### config.mk
export PLATFORM = sky130hd
export DESIGN_NAME = tls_certificate_request_parser_flat
export DESIGN_NICKNAME = d
export VERILOG_FILES = /design/src/rtl/core/tlscr_pkg.sv /design/src/rtl/core/tlscr_if.sv /design/src/rtl/core/tls_certificate_request_parser.sv /design/src/flat_wrapper.sv
export SDC_FILE = /design/constraint.sdc
export NUM_CORES = 1
export LEC_CHECK = 0
export BUFFER_PORTS_ARGS = -buffer_cell sky130_fd_sc_hd__buf_2
export CAP_MARGIN = 20
export CORE_MARGIN = 1
export CORE_UTILIZATION = 32
export CTS_BUF_LIST = sky130_fd_sc_hd__clkbuf_16
export DETAILED_ROUTE_END_ITERATION = 6
export PLACE_DENSITY = 0.54
export SLEW_MARGIN = 20
export SYNTH_ARGS = -nofsm -noshare
export SYNTH_HDL_FRONTEND = slang
export SYNTH_SLANG_ARGS = --single-unit
### constraint.sdc
create_clock -name clk -period 13 [get_ports clk]
set_input_delay 1.95 -clock clk [delete_from_list [all_inputs] [get_ports clk]]
set_output_delay 1.95 -clock clk [all_outputs]
set_load 0.02 [all_outputs]
### src/rtl/core/tlscr_pkg.sv
// shared widths, protocol constants and status codes of the certificate request parser
`default_nettype none

package tlscr_pkg;

  localparam int unsigned PosW    = 25;
  localparam int unsigned BodyW   = 24;
  localparam int unsigned CtxW    = 8;
  localparam int unsigned XlenW   = 16;
  localparam int unsigned XposW   = 17;
  localparam int unsigned OffsetW = 17;
  localparam int unsigned StatusW = 2;

  localparam logic [7:0]  TYPE_CERT_REQ = 8'h0d;
  localparam logic [15:0] EXT_SIG_ALGS  = 16'h000d;

  localparam logic [StatusW-1:0] ST_OK        = 2'd0;
  localparam logic [StatusW-1:0] ST_BAD_HDR   = 2'd1;
  localparam logic [StatusW-1:0] ST_BAD_FRAME = 2'd2;
  localparam logic [StatusW-1:0] ST_NO_LIST   = 2'd3;

endpackage

`default_nettype wire

### src/rtl/core/tlscr_if.sv
// valid/ready channels for message words and parse results
`default_nettype none

interface tlscr_msg_if import tlscr_pkg::*; ();
  logic       valid;
  logic       ready;
  logic [7:0] data_byte;
  logic       last_byte;

  modport source (output valid, output data_byte, output last_byte, input ready);
  modport sink (input valid, input data_byte, input last_byte, output ready);
endinterface

interface tlscr_res_if import tlscr_pkg::*; ();
  logic               valid;
  logic               ready;
  logic [StatusW-1:0] status;
  logic [CtxW-1:0]    context_length;
  logic [OffsetW-1:0] schemes_offset;
  logic [XlenW-1:0]   schemes_length;

  modport source (output valid, output status, output context_length,
                  output schemes_offset, output schemes_length, input ready);
  modport sink (input valid, input status, input context_length,
                input schemes_offset, input schemes_length, output ready);
endinterface

`default_nettype wire

### src/rtl/core/tls_certificate_request_parser.sv
// top level: streaming tls 1.3 certificate request parser
`default_nettype none

// Takes one message word (byte) per clock on msg and, on the word marked last_byte,
// loads one result into an output register on result: status, context length and the
// offset and length of the signature algorithms scheme list. Every word is parsed in
// the cycle it is accepted, so the sustained rate is one word per cycle and the first
// word of the next message may follow the last word of the previous one directly.
// The parse state and result register are the only storage; msg.ready drops only while
// a finished result is held waiting for result.ready.
module tls_certificate_request_parser
  import tlscr_pkg::*;
(
  input  wire logic         clk,
  input  wire logic         rst,
  tlscr_msg_if.sink         msg,
  tlscr_res_if.source       result
);

  typedef enum logic [3:0] {
    PH_HDR, PH_CTX, PH_CTX_SKIP, PH_XL_HI, PH_XL_LO,
    PH_EXT_HDR, PH_SA_HI, PH_SA_LO, PH_EXT_SKIP, PH_DONE
  } phase_t;

  phase_t             parse_phase, parse_phase_next;
  logic [PosW-1:0]    message_position, message_position_next;
  logic [BodyW-1:0]   body_length, body_length_next;
  logic [CtxW-1:0]    ctx_length, ctx_length_next;
  logic [XlenW-1:0]   extensions_length, extensions_length_next;
  logic [XposW-1:0]   extension_position, extension_position_next;
  logic [15:0]        field_counter, field_counter_next;
  logic [15:0]        extension_type, extension_type_next;
  logic [15:0]        extension_data_length, extension_data_length_next;
  logic               found_flag, found_flag_next;
  logic [OffsetW-1:0] found_offset, found_offset_next;
  logic [15:0]        found_length, found_length_next;
  logic               error_code, error_code_next;

  logic               accept;
  logic [StatusW-1:0] status_next;

  function automatic logic ext_end(input logic found, input logic [XlenW-1:0] xl,
                                   input logic [XposW-1:0] ep);
    logic [XposW-1:0] xl_ext;
    xl_ext = {1'b0, xl};
    return found || (xl_ext < ep) || ((xl_ext - ep) < XposW'(4));
  endfunction

  assign accept    = msg.valid && msg.ready;
  assign msg.ready = !result.valid || result.ready;

  always_comb begin
    logic [XposW-1:0] ep1;
    logic [15:0]      edl_new;
    logic [15:0]      sa;
    logic [15:0]      fc_dec;
    logic [XposW:0]   fit_sum;
    logic             fits;
    logic [PosW:0]    need_len;
    logic [PosW-1:0]  ctx_sum;
    logic [PosW-1:0]  frame_sum;

    parse_phase_next           = parse_phase;
    body_length_next           = body_length;
    ctx_length_next            = ctx_length;
    extensions_length_next     = extensions_length;
    extension_position_next    = extension_position;
    field_counter_next         = field_counter;
    extension_type_next        = extension_type;
    extension_data_length_next = extension_data_length;
    found_flag_next            = found_flag;
    found_offset_next          = found_offset;
    found_length_next          = found_length;
    error_code_next            = error_code;

    ep1     = extension_position + XposW'(1);
    edl_new = {extension_data_length[15:8], msg.data_byte};
    sa      = {field_counter[7:0], msg.data_byte};
    fc_dec  = field_counter - 16'd1;
    fit_sum = {1'b0, ep1} + (XposW + 1)'(edl_new);
    fits    = fit_sum <= (XposW + 1)'(extensions_length);

    if (message_position == '0) begin
      if (msg.data_byte != TYPE_CERT_REQ) error_code_next = 1'b1;
    end else if (message_position < PosW'(4)) begin
      body_length_next = {body_length[BodyW-9:0], msg.data_byte};
      if (message_position == PosW'(3)) parse_phase_next = PH_CTX;
    end else if ((message_position - PosW'(4)) < PosW'(body_length)) begin
      unique case (parse_phase)
        PH_CTX: begin
          ctx_length_next    = msg.data_byte;
          field_counter_next = 16'(msg.data_byte);
          parse_phase_next   = (msg.data_byte == 8'd0) ? PH_XL_HI : PH_CTX_SKIP;
        end
        PH_CTX_SKIP: begin
          field_counter_next = fc_dec;
          if (fc_dec == 16'd0) parse_phase_next = PH_XL_HI;
        end
        PH_XL_HI: begin
          extensions_length_next = {msg.data_byte, 8'd0};
          parse_phase_next       = PH_XL_LO;
        end
        PH_XL_LO: begin
          extensions_length_next  = {extensions_length[15:8], msg.data_byte};
          extension_position_next = '0;
          if (ext_end(found_flag, extensions_length_next, '0)) begin
            parse_phase_next = PH_DONE;
          end else begin
            parse_phase_next   = PH_EXT_HDR;
            field_counter_next = '0;
          end
        end
        PH_EXT_HDR, PH_SA_HI, PH_SA_LO, PH_EXT_SKIP: begin
          extension_position_next = ep1;
          unique case (parse_phase)
            PH_EXT_HDR: begin
              unique case (field_counter[1:0])
                2'd0: extension_type_next = {msg.data_byte, 8'd0};
                2'd1: extension_type_next = {extension_type[15:8], msg.data_byte};
                2'd2: extension_data_length_next = {msg.data_byte, 8'd0};
                default: extension_data_length_next = edl_new;
              endcase
              field_counter_next = field_counter + 16'd1;
              if (field_counter[1:0] == 2'd3) begin
                if (extension_type == EXT_SIG_ALGS && fits && edl_new >= 16'd2) begin
                  parse_phase_next = PH_SA_HI;
                end else if (edl_new == 16'd0) begin
                  if (ext_end(found_flag, extensions_length, ep1)) begin
                    parse_phase_next = PH_DONE;
                  end else begin
                    parse_phase_next   = PH_EXT_HDR;
                    field_counter_next = '0;
                  end
                end else begin
                  field_counter_next = edl_new;
                  parse_phase_next   = PH_EXT_SKIP;
                end
              end
            end
            PH_SA_HI: begin
              field_counter_next = 16'(msg.data_byte);
              parse_phase_next   = PH_SA_LO;
            end
            PH_SA_LO: begin
              if ((17'(sa) + 17'd2) == 17'(extension_data_length)) begin
                found_flag_next   = 1'b1;
                found_offset_next = OffsetW'(message_position + PosW'(1));
                found_length_next = sa;
                parse_phase_next  = PH_DONE;
              end else begin
                field_counter_next = extension_data_length - 16'd2;
                if (field_counter_next == 16'd0) begin
                  if (ext_end(found_flag, extensions_length, ep1)) begin
                    parse_phase_next = PH_DONE;
                  end else begin
                    parse_phase_next   = PH_EXT_HDR;
                    field_counter_next = '0;
                  end
                end else begin
                  parse_phase_next = PH_EXT_SKIP;
                end
              end
            end
            default: begin
              field_counter_next = fc_dec;
              if (fc_dec == 16'd0) begin
                if (ext_end(found_flag, extensions_length, ep1)) begin
                  parse_phase_next = PH_DONE;
                end else begin
                  parse_phase_next   = PH_EXT_HDR;
                  field_counter_next = '0;
                end
              end
            end
          endcase
          if (parse_phase_next != PH_DONE && ep1 >= XposW'(extensions_length))
            parse_phase_next = PH_DONE;
        end
        default: ;
      endcase
    end

    message_position_next = (message_position == '1) ? message_position
                                                     : message_position + PosW'(1);

    need_len  = (PosW + 1)'(body_length_next) + (PosW + 1)'(4);
    ctx_sum   = PosW'(ctx_length_next) + PosW'(3);
    frame_sum = ctx_sum + PosW'(extensions_length_next);
    priority if (message_position_next < PosW'(4) || error_code_next
                 || (PosW + 1)'(message_position_next) < need_len)
      status_next = ST_BAD_HDR;
    else if (body_length_next == '0 || ctx_sum > PosW'(body_length_next)
             || frame_sum > PosW'(body_length_next))
      status_next = ST_BAD_FRAME;
    else if (found_flag_next)
      status_next = ST_OK;
    else
      status_next = ST_NO_LIST;
  end

  always_ff @(posedge clk) begin
    if (rst) begin
      parse_phase           <= PH_HDR;
      message_position      <= '0;
      body_length           <= '0;
      ctx_length            <= '0;
      extensions_length     <= '0;
      extension_position    <= '0;
      field_counter         <= '0;
      extension_type        <= '0;
      extension_data_length <= '0;
      found_flag            <= 1'b0;
      found_offset          <= '0;
      found_length          <= '0;
      error_code            <= 1'b0;
      result.valid          <= 1'b0;
      result.status         <= '0;
      result.context_length <= '0;
      result.schemes_offset <= '0;
      result.schemes_length <= '0;
    end else begin
      if (result.valid && result.ready) result.valid <= 1'b0;
      if (accept) begin
        if (msg.last_byte) begin
          parse_phase           <= PH_HDR;
          message_position      <= '0;
          body_length           <= '0;
          ctx_length            <= '0;
          extensions_length     <= '0;
          extension_position    <= '0;
          field_counter         <= '0;
          extension_type        <= '0;
          extension_data_length <= '0;
          found_flag            <= 1'b0;
          found_offset          <= '0;
          found_length          <= '0;
          error_code            <= 1'b0;
          result.valid          <= 1'b1;
          result.status         <= status_next;
          result.context_length <= (status_next == ST_OK || status_next == ST_NO_LIST)
                                   ? ctx_length_next : '0;
          result.schemes_offset <= (status_next == ST_OK) ? found_offset_next : '0;
          result.schemes_length <= (status_next == ST_OK) ? found_length_next : '0;
        end else begin
          parse_phase           <= parse_phase_next;
          message_position      <= message_position_next;
          body_length           <= body_length_next;
          ctx_length            <= ctx_length_next;
          extensions_length     <= extensions_length_next;
          extension_position    <= extension_position_next;
          field_counter         <= field_counter_next;
          extension_type        <= extension_type_next;
          extension_data_length <= extension_data_length_next;
          found_flag            <= found_flag_next;
          found_offset          <= found_offset_next;
          found_length          <= found_length_next;
          error_code            <= error_code_next;
        end
      end
    end
  end

`ifndef NO_ASSERTIONS
  a_result_from_last: assert property (@(posedge clk) disable iff (rst)
    $rose(result.valid) |-> $past(msg.valid && msg.ready && msg.last_byte))
    else $error("result appeared without a last word");

  a_unused_ctx_zero: assert property (@(posedge clk) disable iff (rst)
    result.valid && (result.status == ST_BAD_HDR || result.status == ST_BAD_FRAME)
      |-> result.context_length == '0)
    else $error("context length set on a header or framing error");

  a_found_ends_scan: assert property (@(posedge clk) disable iff (rst)
    found_flag |-> parse_phase == PH_DONE)
    else $error("scan continued after a scheme list was found");

  a_stall_blocks_input: assert property (@(posedge clk) disable iff (rst)
    result.valid && !result.ready |-> !msg.ready)
    else $error("word taken while a result is held");
`endif

endmodule

`default_nettype wire
### src/flat_wrapper.sv
// flat-port wrapper written by rule: the top's interface ports become plain ports
module tls_certificate_request_parser_flat import tlscr_pkg::*;
  (clk, rst, msg_valid, msg_data_byte, msg_last_byte, msg_ready, result_valid, result_status, result_context_length, result_schemes_offset, result_schemes_length, result_ready);
  tlscr_msg_if msg_i ();
  tlscr_res_if result_i ();
  input  wire logic clk;
  input  wire logic rst;
  input wire logic [$bits(msg_i.valid)-1:0] msg_valid;
  input wire logic [$bits(msg_i.data_byte)-1:0] msg_data_byte;
  input wire logic [$bits(msg_i.last_byte)-1:0] msg_last_byte;
  output wire logic [$bits(msg_i.ready)-1:0] msg_ready;
  output wire logic [$bits(result_i.valid)-1:0] result_valid;
  output wire logic [$bits(result_i.status)-1:0] result_status;
  output wire logic [$bits(result_i.context_length)-1:0] result_context_length;
  output wire logic [$bits(result_i.schemes_offset)-1:0] result_schemes_offset;
  output wire logic [$bits(result_i.schemes_length)-1:0] result_schemes_length;
  input wire logic [$bits(result_i.ready)-1:0] result_ready;
  assign msg_i.valid = msg_valid;
  assign msg_i.data_byte = msg_data_byte;
  assign msg_i.last_byte = msg_last_byte;
  assign msg_ready = msg_i.ready;
  assign result_valid = result_i.valid;
  assign result_status = result_i.status;
  assign result_context_length = result_i.context_length;
  assign result_schemes_offset = result_i.schemes_offset;
  assign result_schemes_length = result_i.schemes_length;
  assign result_i.ready = result_ready;
  tls_certificate_request_parser u_core (.clk(clk), .rst(rst), .msg(msg_i), .result(result_i));
endmodule
== Yosys cells after proc, flatten, opt, wreduce, memory -nomap -nowiden ==
Index checks and enable logic that the tools add are counted.
Storage, ports and cells
  flip-flop bits (word level): 221
  logic and storage cells: 218
  output and inout port bits: 45
  bits of input ports: 13
Cells by class
  mux-type cells: 105
  $lt $le $gt $ge: 12
  equal/unequal tests: 26
  reduce and logical (&&, ||, !) cells: 43
  add/subtract/negate cells: 12
Operator list (count)
  $mux 16: 38
  $mux 17: 12
  $pmux 16 s2: 3
  $mux 4: 19
  $mux 24: 3
  $pmux 16 s4: 1
  $gt 25x24->1: 2
  $lt 25x3->1 const B: 2
  $mux 25: 2
  $logic_not 16->1: 3
  $mux 8: 6
  $pmux 16 s3: 1
  $pmux 17 s2: 1
  $lt 25x26->1: 1
  $add 24x3->25 const B: 1
  $add 25x1->25 const B: 1
  $add 25x16->25: 1
  $eq 25x2->1 const B: 1
  $eq 25x25->1 const B: 1
  $logic_not 25->1: 1
  $lt 25x24->1: 1
  $sub 25x3->25 const B: 1
  $logic_not 24->1: 1
  $reduce_and 7->1: 3
  47 further kinds: 92

== Logic depth before layout (Yosys ltp) ==
Gate-level depths: netlist of run 1.
  word-level depth: 21
  gate-level depth with buffers: 40
  depth with buffers taken out: 38

== Worst setup path after synthesis of run 1 ==
OpenSTA, ideal clock, no wires.
  kind: register -> register
  start: register u_core.message_position[9]
  end: register u_core.result.context_length[3]
  setup time: 0.074 ns
  clock period less this slack: 8.093 ns
  arrival time: 8.019 ns
  required time: 12.926 ns
  buffers on the path: 2
  cell stages (with the launch flop): 40
  setup slack: 4.907 ns
  path through: dfxtp_1 buf_6 nor4_1 nand3_1 nor4_1 xor2_1 ha_1 a222oi_1 o21ai_0 nor4_1 a21o_1 o211a_2 nand2_4 nor4_4 mux2i_1 xnor2_1 fa_1 a21o_1 [... 4 more ...] a21oi_1 o21bai_1 nand2_1 xnor2_1 mux2i_1 ha_1 a21o_1 a21o_1 a21oi_1 o21ai_0 o21ai_0 a21oi_1 nor3_1 nor2_1 ha_1 or3_1 buf_1 o21ai_0
Between the ends
  longest elaborated chain between the ends: 14
  elaborated cells between the ends (all ways): 38
  classes of those cells: add/sub: 5; order compare: 6; eq/ne: 2; mux: 17; reduce/logical: 8
Ends and longest elaborated chain
  from (decl): RTL line tls_certificate_request_parser.sv:26  | logic [PosW-1:0] message_position, message_position_next;
  from (signal assigned): RTL line tls_certificate_request_parser.sv:246  | message_position <= message_position_next;
  $sub 25x3->25: RTL line tls_certificate_request_parser.sv:88  | end else if ((message_position - PosW'(4)) < PosW'(body_length)) begin
  $lt 25x24->1: RTL line tls_certificate_request_parser.sv:88
  $mux 8: RTL line tls_certificate_request_parser.sv:88
  $mux 8: RTL line tls_certificate_request_parser.sv:85  | end else if (message_position < PosW'(4)) begin
  $mux 8: RTL line tls_certificate_request_parser.sv:83  | if (message_position == '0) begin
  $add 8x2->9: RTL line tls_certificate_request_parser.sv:187  | ctx_sum = PosW'(ctx_length_next) + PosW'(3);
  $add 25x16->25 or $gt 25x24->1 (tied branches): RTL line tls_certificate_request_parser.sv:188, tls_certificate_request_parser.sv:192
  $gt 25x24->1 or $logic_or 1x1->1 (tied branches): RTL line tls_certificate_request_parser.sv:193, tls_certificate_request_parser.sv:192
  $logic_or 1x1->1: RTL line tls_certificate_request_parser.sv:193  | || frame_sum > PosW'(body_length_next))
  $mux 2: RTL line tls_certificate_request_parser.sv:192  | else if (body_length_next == '0 || ctx_sum > PosW'(body_length_next)
  $mux 2: RTL line tls_certificate_request_parser.sv:189  | priority if (message_position_next < PosW'(4) || error_code_next
  $eq 2x2->1 or $logic_not 2->1 (tied branches): RTL line tls_certificate_request_parser.sv:240  | result.context_length <= (status_next == ST_OK || status_next == ST_NO_LIST)
  $logic_or 1x1->1: RTL line tls_certificate_request_parser.sv:240
  $mux 8 (*): RTL line tls_certificate_request_parser.sv:241  | ? ctx_length_next : '0;
  to (signal assigned): RTL line tls_certificate_request_parser.sv:240
  to (decl): RTL line tlscr_if.sv:22  | modport source (output valid, output status, output context_length,
Mark *: on every way between the ends. The rest lies on a longest branch, timed or not.
A chain may end at the register's enable or synchronous reset.

== Final worst setup path of run 1 ==
  start: register u_core.message_position[8]
  end: register u_core.result.schemes_length[6]
Between the ends
  longest elaborated chain between the ends: 13
  elaborated cells between the ends (all ways): 39
  classes of those cells: add/sub: 5; order compare: 6; eq/ne: 1; mux: 20; reduce/logical: 7
Ends and longest elaborated chain
  $sub 25x3->25: RTL line tls_certificate_request_parser.sv:88
  $lt 25x24->1: RTL line tls_certificate_request_parser.sv:88
  $mux 8: RTL line tls_certificate_request_parser.sv:88
  $mux 8: RTL line tls_certificate_request_parser.sv:85
  $mux 8: RTL line tls_certificate_request_parser.sv:83
  $add 8x2->9: RTL line tls_certificate_request_parser.sv:187
  $add 25x16->25 or $gt 25x24->1 (tied branches): RTL line tls_certificate_request_parser.sv:188, tls_certificate_request_parser.sv:192
  $gt 25x24->1 or $logic_or 1x1->1 (tied branches): RTL line tls_certificate_request_parser.sv:193, tls_certificate_request_parser.sv:192
  $logic_or 1x1->1: RTL line tls_certificate_request_parser.sv:193
  $mux 2: RTL line tls_certificate_request_parser.sv:192
  $mux 2: RTL line tls_certificate_request_parser.sv:189
  $logic_not 2->1: RTL line tls_certificate_request_parser.sv:243  | result.schemes_length <= (status_next == ST_OK) ? found_length_next : '0;
  $mux 16 (*): RTL line tls_certificate_request_parser.sv:243
  to (signal assigned): RTL line tls_certificate_request_parser.sv:243
  to (decl): RTL line tlscr_if.sv:23  | output schemes_offset, output schemes_length, input ready);
Marked as above.

==> impl_metrics.yaml, run 1 <==
run_status:
  outcome: "finished clean"
sta:
  fin_tns_setup_ns: 0
  worst_hold_slack_ns: 0.4474
  final_min_period_over_clock_period: 0.7647
  unrepaired_setup_endpoints_after_global_routing: "no"
  final.setup_skew_ns: 0.02079
  setup-violations-final: 0
  worst_pin_slew_ns: 1.113
  slew_headroom: 0.2515
  final_hold_viol_count: 0
  fmax_mhz: 100.6
  post-route-min-period_ns: 9.941
  number_of_slew_limit_violations_in_the_final_report: 0
critical_path:
  crit_path_top_delay_cell: "sky130_fd_sc_hd__nor4_1"
  worst_setup_path_start_kind: "register"
  critical-path-max-stage-delay_ns: 0.74
  crit_path_max_fanout: 33
  worst_ep_arrival_time_ns: 10.35
  worstSetupPathType: "reg2reg"
  timing.critical_path.to_type: "register"
  most_common_cell_type_on_the_critical_path: "sky130_fd_sc_hd__a21oi_1"
  critical_path_required_ns: 13.41
drt:
  routed_wirelength_um: 63850
  drtAntennaViolNets: 0
  routed_wirelength_normalized_by_instance_count_um: 20.17
  initialDrtViolationCount: 1785
  detailroute.via_count: 18083
  vias_per_cell: 5.712
  route.detailed.drc: 0
  drt_pre_antenna_iters: 6
pwr:
  ir_worst_vdd_mv: 0.09725
  powerDensity_nw_per_um2: 83.02
  power.leakage_nw: 7.652
layout:
  syn_to_final_growth_pct: 9.374
  net_count_of_the_finished_layout: 2558
  n_fill_cell: 5889
  most_common_cell_after_layout_fill_and_taps_aside: "sky130_fd_sc_hd__nor2_1"
  n_antenna_cell: 0
  most-common-layout-cells: "sky130_fd_sc_hd__nor2_1, sky130_fd_sc_hd__dfxtp_1, sky130_fd_sc_hd__nand2_1, sky130_fd_sc_hd__a21oi_1, sky130_fd_sc_hd__o21ai_0"
  drive_above_1_share: 0.06534
clock_network:
  cts_made_buffers: 28
  clock_latency_ns: 0.58
  tritoncts_clock_tree: "yes"
  postCtsSetupBuffers: 0
  post_cts_hold_buffer_count: 0
  ctsLongestPathBuffers: 3
  clk_pin_slew_ns: 0.06
  clock-sinks: 221
  postCtsResizedCells: 0
  cts-htree-levels: 1
  clock-root-buffer: "sky130_fd_sc_hd__clkbuf_16"
floorplanning:
  die_y_um: 240.2
  rows: 86
  core-area_um2: 55520
  die_w_um: 240.2
  top_level_ports: 58
  initial_utilization: 0.3269
  dieArea_um2: 57680
synthesis:
  synthArstFlopShare: 0
  synth_area_per_cell_um2: 7.424
  mappedNetlistNets: 2606
  synth.cell_area_um2: 18150
  synth.yosys.warnings: 0
  synth_sequential_area_ratio: 0.2437
  synth_edf_count: 0
  gate_count_of_the_mapped_netlist: 2445
  yosysUniqueCellTypes: 77
  yosys_register_bits: 221
  synthFlopType: "sky130_fd_sc_hd__dfxtp_1"
placed_design:
  gp_congestion: 0.9238
  detailed_place_hpwl_um: 46440
  port_bufs: 57
grt:
  grt_start_max_net_pins: 100
  first_global_vias: 16815
  antenna_found_initial: 1
  global_route_wire_length_before_repair_um: 98540
  grt_overflow: 0
  total_global_route_track_usage: 0.2185
flow_run:
  max-cap-violations: 0
worst_hold_path:
  hold_class: "reg2reg"
==> state kept, by name, summed over array words and instances, names as in the netlist, 16 cells and up <==
signal                        flops
u_core.message_position          25
u_core.extension_type            16
u_core.extension_data_length     16
u_core.field_counter             16
u_core.body_length               24
u_core.result.schemes_length     16
u_core.extensions_length         16
u_core.found_length              16
u_core.found_offset              17
u_core.extension_position        17
u_core.result.schemes_offset     17
==> area by class of cell <==
| cell class | instances | area [um2] | area share |
|---|---|---|---|
| multi-input cells | 1950 | 12700 | 0.6396 |
| flip-flops and latches | 221 | 4424 | 0.2228 |
| well taps | 748 | 935.9 | 0.04714 |
| clock buffers | 29 | 725.7 | 0.03655 |
| repair buffers | 79 | 456.7 | 0.02300 |
| inverters | 117 | 439.2 | 0.02212 |
| clock inverters | 22 | 173.9 | 0.008760 |
==> cells in the mapped netlist (6+ instances only) <==
master	n	share of area
sky130_fd_sc_hd__o21ai_1	6	0.0017
sky130_fd_sc_hd__nor2b_1	25	0.0086
sky130_fd_sc_hd__and4_1	9	0.0043
sky130_fd_sc_hd__o211ai_1	12	0.0050
sky130_fd_sc_hd__inv_1	117	0.024
sky130_fd_sc_hd__a2bb2oi_1	6	0.0029
sky130_fd_sc_hd__o21a_1	20	0.0083
sky130_fd_sc_hd__a211oi_1	15	0.0062
sky130_fd_sc_hd__buf_1	16	0.0033
sky130_fd_sc_hd__nand2b_1	34	0.012
sky130_fd_sc_hd__a32oi_1	7	0.0034
sky130_fd_sc_hd__or4_1	13	0.0054
sky130_fd_sc_hd__xnor2_1	124	0.060
sky130_fd_sc_hd__clkbuf_1	122	0.025
sky130_fd_sc_hd__nor3_1	71	0.020
sky130_fd_sc_hd__nor2_1	286	0.059
sky130_fd_sc_hd__a21o_1	38	0.016
sky130_fd_sc_hd__buf_2	14	0.0039
sky130_fd_sc_hd__nand2_1	206	0.043
sky130_fd_sc_hd__a21oi_1	181	0.050
sky130_fd_sc_hd__o22ai_1	9	0.0031
sky130_fd_sc_hd__and3_1	27	0.0093
sky130_fd_sc_hd__a22oi_1	81	0.033
sky130_fd_sc_hd__nor4b_1	6	0.0029
sky130_fd_sc_hd__o31ai_1	14	0.0058
sky130_fd_sc_hd__a22o_1	9	0.0043
sky130_fd_sc_hd__mux2i_1	65	0.036
sky130_fd_sc_hd__nand3b_1	8	0.0033
sky130_fd_sc_hd__or2_2	8	0.0028
sky130_fd_sc_hd__o31a_1	10	0.0048
sky130_fd_sc_hd__and2_1	9	0.0031
sky130_fd_sc_hd__nand3_1	91	0.025
sky130_fd_sc_hd__or3_1	21	0.0072
sky130_fd_sc_hd__a31oi_1	17	0.0059
sky130_fd_sc_hd__o21ai_0	148	0.041
sky130_fd_sc_hd__dfxtp_1	221	0.24
sky130_fd_sc_hd__nor4_1	38	0.013
sky130_fd_sc_hd__o21bai_1	17	0.0070
sky130_fd_sc_hd__xor2_1	59	0.028
sky130_fd_sc_hd__nand4_1	41	0.014
sky130_fd_sc_hd__ha_1	146	0.10
==> routing by layer <==
layer	GRT usage	wire length [um]	up-vias	part of all wire
li1	-	-	8658	-
met1	0.3065	29790	8682	0.47
met2	0.3435	27840	655	0.44
met3	0.03731	4801	86	0.075
met4	0.05501	1405	2	0.022
met5	0	13	-	0.00020
==> stage by stage <==
| step | instances | power (W) | worst slack (ns) | area (um2) | utilization |
|---|---|---|---|---|---|
| 2_1_floorplan | 2445 | 0.0008248 | 4.907 | 18150 | - |
| 3_3_place_gp | 3114 | 0.0008861 | 3.445 | 18940 | 0.3412 |
| 3_5_place_dp | 3115 | 0.0008879 | 3.124 | 18950 | 0.3413 |
| 4_1_cts | 3166 | 0.001664 | 3.150 | 19850 | 0.3575 |
| 5_1_grt | 3166 | 0.001711 | 1.965 | 19850 | 0.3576 |
| 6_report | 3166 | 0.001648 | 3.059 | 19850 | 0.3576 |
==> kinds of logic after synthesis <==
kind of cell,count (synthesis),share of synthesized area
simple gates,907,0.2417
compound gates,644,0.2269
buf+inv,274,0.05886
flops,221,0.2437
xor+xnor,183,0.08830
fa+ha+maj,148,0.1028
mux,68,0.03770
==> path summary, 6_finish.rpt <==
| path | from | endpoint | slack [ns] | depth (start not counted) |
|---|---|---|---|---|
| worst max-delay path | u_core.message_position[8]$_SDFFE_PP0P_ | u_core.result.schemes_length[6]$_SDFFE_PP0P_ | 3.06 | 38 |
| worst min-delay path | u_core.result.schemes_length[4]$_SDFFE_PP0P_ | u_core.result.schemes_length[4]$_SDFFE_PP0P_ | 0.45 | 2 |
| worst max register to register | u_core.message_position[8]$_SDFFE_PP0P_ | u_core.result.schemes_length[6]$_SDFFE_PP0P_ | 3.06 | 38 |
| worst min register to register | u_core.result.schemes_length[4]$_SDFFE_PP0P_ | u_core.result.schemes_length[4]$_SDFFE_PP0P_ | 0.45 | 2 |
==> critical path, delay by kind of cell (launching register included) <==
family	cells	cell delay (ns)
XOR/XNOR	3	0.57
AND/OR/NAND/NOR	10	3.37
flip-flops	1	0.43
adder cells (fa/ha/maj)	4	1.31
AO/OA/AOI/OAI	18	3.21
multiplexers	2	0.56
buffers and inverters	1	0.31
==> where the power goes <==
group	leakage [nW]	total, W	internal (W)	switching [W]
registers	1.78	0.000691	0.000682	0.00000913
clock network	0.437	0.000771	0.000444	0.000327
logic	5.43	0.000187	0.0000548	0.000132
Power figures use the tool's default switching activity.
==> inputs of run 2 (changes only) <==
ABC_AREA = 1   (was unset)
PLACE_DENSITY = 0.55   (was 0.54)
clock period = 8.8 ns   (was 13 ns; I/O delays follow)
==> run 2 against run 1 <==
- non-clock buffer count shrank 10
- the run now ends with DRC left
- clock power grew 48%
- critical path type unchanged
- first-iteration DRC count shrank 12%
- via count grew 5.0%
- sequential share of layout area shrank 0.68 points
- synthesized area grew 3.3%
- die area grew 3.3%
- setup slack lost 2.1 ns
- utilization shrank 0.34 points
- synthesized cell count grew 23%
- critical path depth grew 9
==> impl_metrics.yaml, run 2 <==
run_status:
  outcome: "finished with violations"
  violations: "DRC"
flow_run:
  max-cap-violations: 0
drt:
  detail_route.wirelength.met1_um: 30780
  dr.max_layer_used: "met4"
  routed_wirelength_um: 63430
  met2RoutedLength_um: 27950
  vias_per_cell: 5.027
  initialDrtViolationCount: 1576
  drtAntennaViolNets: 0
  wl_met3_um: 3418
  drt_pre_antenna_iters: 7
  detailroute.via_count: 18986
  routed_wirelength_normalized_by_instance_count_um: 16.79
  route.detailed.drc: 4
synthesis:
  synthArstFlopShare: 0
  yosysUniqueCellTypes: 57
  synth.cell_area_um2: 18750
  yosys_register_bits: 221
  synth_edf_count: 0
  synth.yosys.warnings: 0
  synth_sequential_area_ratio: 0.2359
  synth_area_per_cell_um2: 6.249
  synthFlopType: "sky130_fd_sc_hd__dfxtp_1"
  mappedNetlistNets: 3162
  dominant_cell_by_count_in_the_synthesized_netlist: "sky130_fd_sc_hd__nand2_1"
  post_synth_most_frequent_cells: "sky130_fd_sc_hd__nand2_1, sky130_fd_sc_hd__inv_1, sky130_fd_sc_hd__nor2_1, sky130_fd_sc_hd__dfxtp_1, sky130_fd_sc_hd__a21oi_1"
  synth.area.top_cells: "sky130_fd_sc_hd__dfxtp_1, sky130_fd_sc_hd__nand2_1, sky130_fd_sc_hd__ha_1"
  netlist.area_leader.share: 0.2359
  synth_area_leader_cell: "sky130_fd_sc_hd__dfxtp_1"
  gate_count_of_the_mapped_netlist: 3001
clock_network:
  cts_made_buffers: 28
  clock_latency_ns: 0.59
  tritoncts_clock_tree: "yes"
  clock-root-buffer: "sky130_fd_sc_hd__clkbuf_16"
  postCtsSetupBuffers: 0
  clock-sinks: 221
  postCtsResizedCells: 0
  ctsLongestPathBuffers: 3
  post_cts_hold_buffer_count: 0
  clk_pin_slew_ns: 0.06
  cts-htree-levels: 1
critical_path:
  worstSetupPathType: "reg2reg"
  worst_setup_path_start_kind: "register"
  crit_path_max_fanout: 20
  critical_path_required_ns: 9.24
  most_common_cell_type_on_the_critical_path: "sky130_fd_sc_hd__nand2_1"
  timing.critical_path.to_type: "register"
  worst_ep_arrival_time_ns: 8.23
  timing.critical_path.buf_inv: 7
  critical-path-max-stage-delay_ns: 0.38
  crit_path_top_delay_cell: "sky130_fd_sc_hd__dfxtp_1"
  critPathTopFamily: "simple AND/OR/NAND/NOR gates"
sta:
  post-route-min-period_ns: 7.794
  slew_headroom: 0.2685
  fin_tns_setup_ns: 0
  final.setup_skew_ns: 0.03111
  fmax_mhz: 128.3
  worst_pin_slew_ns: 1.097
  unrepaired_setup_endpoints_after_global_routing: "no"
  final_hold_viol_count: 0
  setup-violations-final: 0
  number_of_slew_limit_violations_in_the_final_report: 0
  post-route-worst-setup-slack_ns: 1.006
  final_min_period_over_clock_period: 0.8857
placed_design:
  detailed_place_hpwl_um: 48880
  dpl_worst_slack_ns: 1.160
  port_bufs: 57
  numPlacedInstances: 3730
  gp_congestion: 0.9371
floorplanning:
  die_w_um: 244.1
  top_level_ports: 58
  dieArea_um2: 59580
  die_y_um: 244.1
  initial_utilization: 0.3244
  core-area_um2: 57810
  rows: 88
layout:
  n_fill_cell: 6370
  largest-register: "u_core.message_position"
  syn_to_final_growth_pct: 9.180
  final-instance-count-excl-fill: 3777
  biggestRegsByFlops: "u_core.message_position (25), u_core.body_length (24)"
  n_antenna_cell: 0
  drive_above_1_share: 0.07205
  net_count_of_the_finished_layout: 3156
  most_common_cell_after_layout_fill_and_taps_aside: "sky130_fd_sc_hd__nand2_1"
  max_reg_flops: 25
  most-common-layout-cells: "sky130_fd_sc_hd__nand2_1, sky130_fd_sc_hd__inv_1, sky130_fd_sc_hd__nor2_1, sky130_fd_sc_hd__dfxtp_1, sky130_fd_sc_hd__a21oi_1"
worst_hold_path:
  hold_class: "reg2reg"
pwr:
  powerDensity_nw_per_um2: 119.4
  power.leakage_nw: 9.413
  ir_worst_vdd_mv: 0.1147
grt:
  global_route_wire_length_before_repair_um: 99370
  grt_overflow: 0
  antenna_found_initial: 0
  total_global_route_track_usage: 0.2085
  first_global_vias: 17388
  grt_start_max_net_pins: 89
run 2: metal layers:
metal / track usage / vias up
met5: 0 / -
met2: 0.3333 / 519
li1: - / 9714
met3: 0.01767 / 77
met4: 0.04761 / 0
met1: 0.3008 / 8676
run 2: cell families (layout without fill, tap and decap cells):
family	count (synthesis)	in the layout	synth area share
simple gates	1498	1498	0.3439
xor+xnor	152	152	0.07099
buf+inv	488	499	0.1043
compound gates	494	494	0.1454
fa+ha+maj	148	148	0.09954
flops	221	221	0.2359
run 2: final timing paths:
check / from / to / slack [ns] / depth (start not counted)
min: u_core.result.schemes_length[13]$_SDFFE_PP0P_ / u_core.result.schemes_length[13]$_SDFFE_PP0P_ / 0.45 / 2
max: u_core.message_position[4]$_SDFFE_PP0P_ / u_core.result.schemes_length[11]$_SDFFE_PP0P_ / 1.01 / 47
min reg2reg: u_core.result.schemes_length[13]$_SDFFE_PP0P_ / u_core.result.schemes_length[13]$_SDFFE_PP0P_ / 0.45 / 2
max reg2reg: u_core.message_position[4]$_SDFFE_PP0P_ / u_core.result.schemes_length[11]$_SDFFE_PP0P_ / 1.01 / 47
run 2: area by class of cell:
cell class	count	area, um2	area share
clock buffers	28	700.7	0.03422
repair buffers	69	377.9	0.01845
multi-input cells	2292	12390	0.6051
inverters	383	1443	0.07046
flip-flops and latches	221	4424	0.2161
well taps	765	957.2	0.04675
clock inverters	19	182.7	0.008921
run 2: worst reg2reg max path, delay by kind of cell, from the launching register on:
| kind | cells | cell delay, ns |
|---|---|---|
| fa+ha+maj | 4 | 1.10 |
| flops | 1 | 0.38 |
| xor+xnor | 2 | 0.39 |
| compound gates | 6 | 0.77 |
| buf+inv | 7 | 0.80 |
| simple gates | 28 | 4.21 |
run 2: power by group:
part | internal, W | switching (W) | total, W
clock | 0.000662 | 0.000474 | 0.00114
sequential | 0.00101 | 0.0000124 | 0.00102
combinational | 0.0000802 | 0.000206 | 0.000287
run 2: stage by stage:
step / area (um2) / util / hold WS [ns] / total power, W
2_1_floorplan: 18750 / - / 0.4297 / 0.001241
3_3_place_gp: 19590 / 0.3389 / 0.4313 / 0.001327
3_5_place_dp: 19590 / 0.3389 / 0.4406 / 0.001327
4_1_cts: 20470 / 0.3542 / 0.4541 / 0.002472
5_1_grt: 20480 / 0.3542 / 0.4577 / 0.002541
6_report: 20480 / 0.3542 / 0.4487 / 0.002444
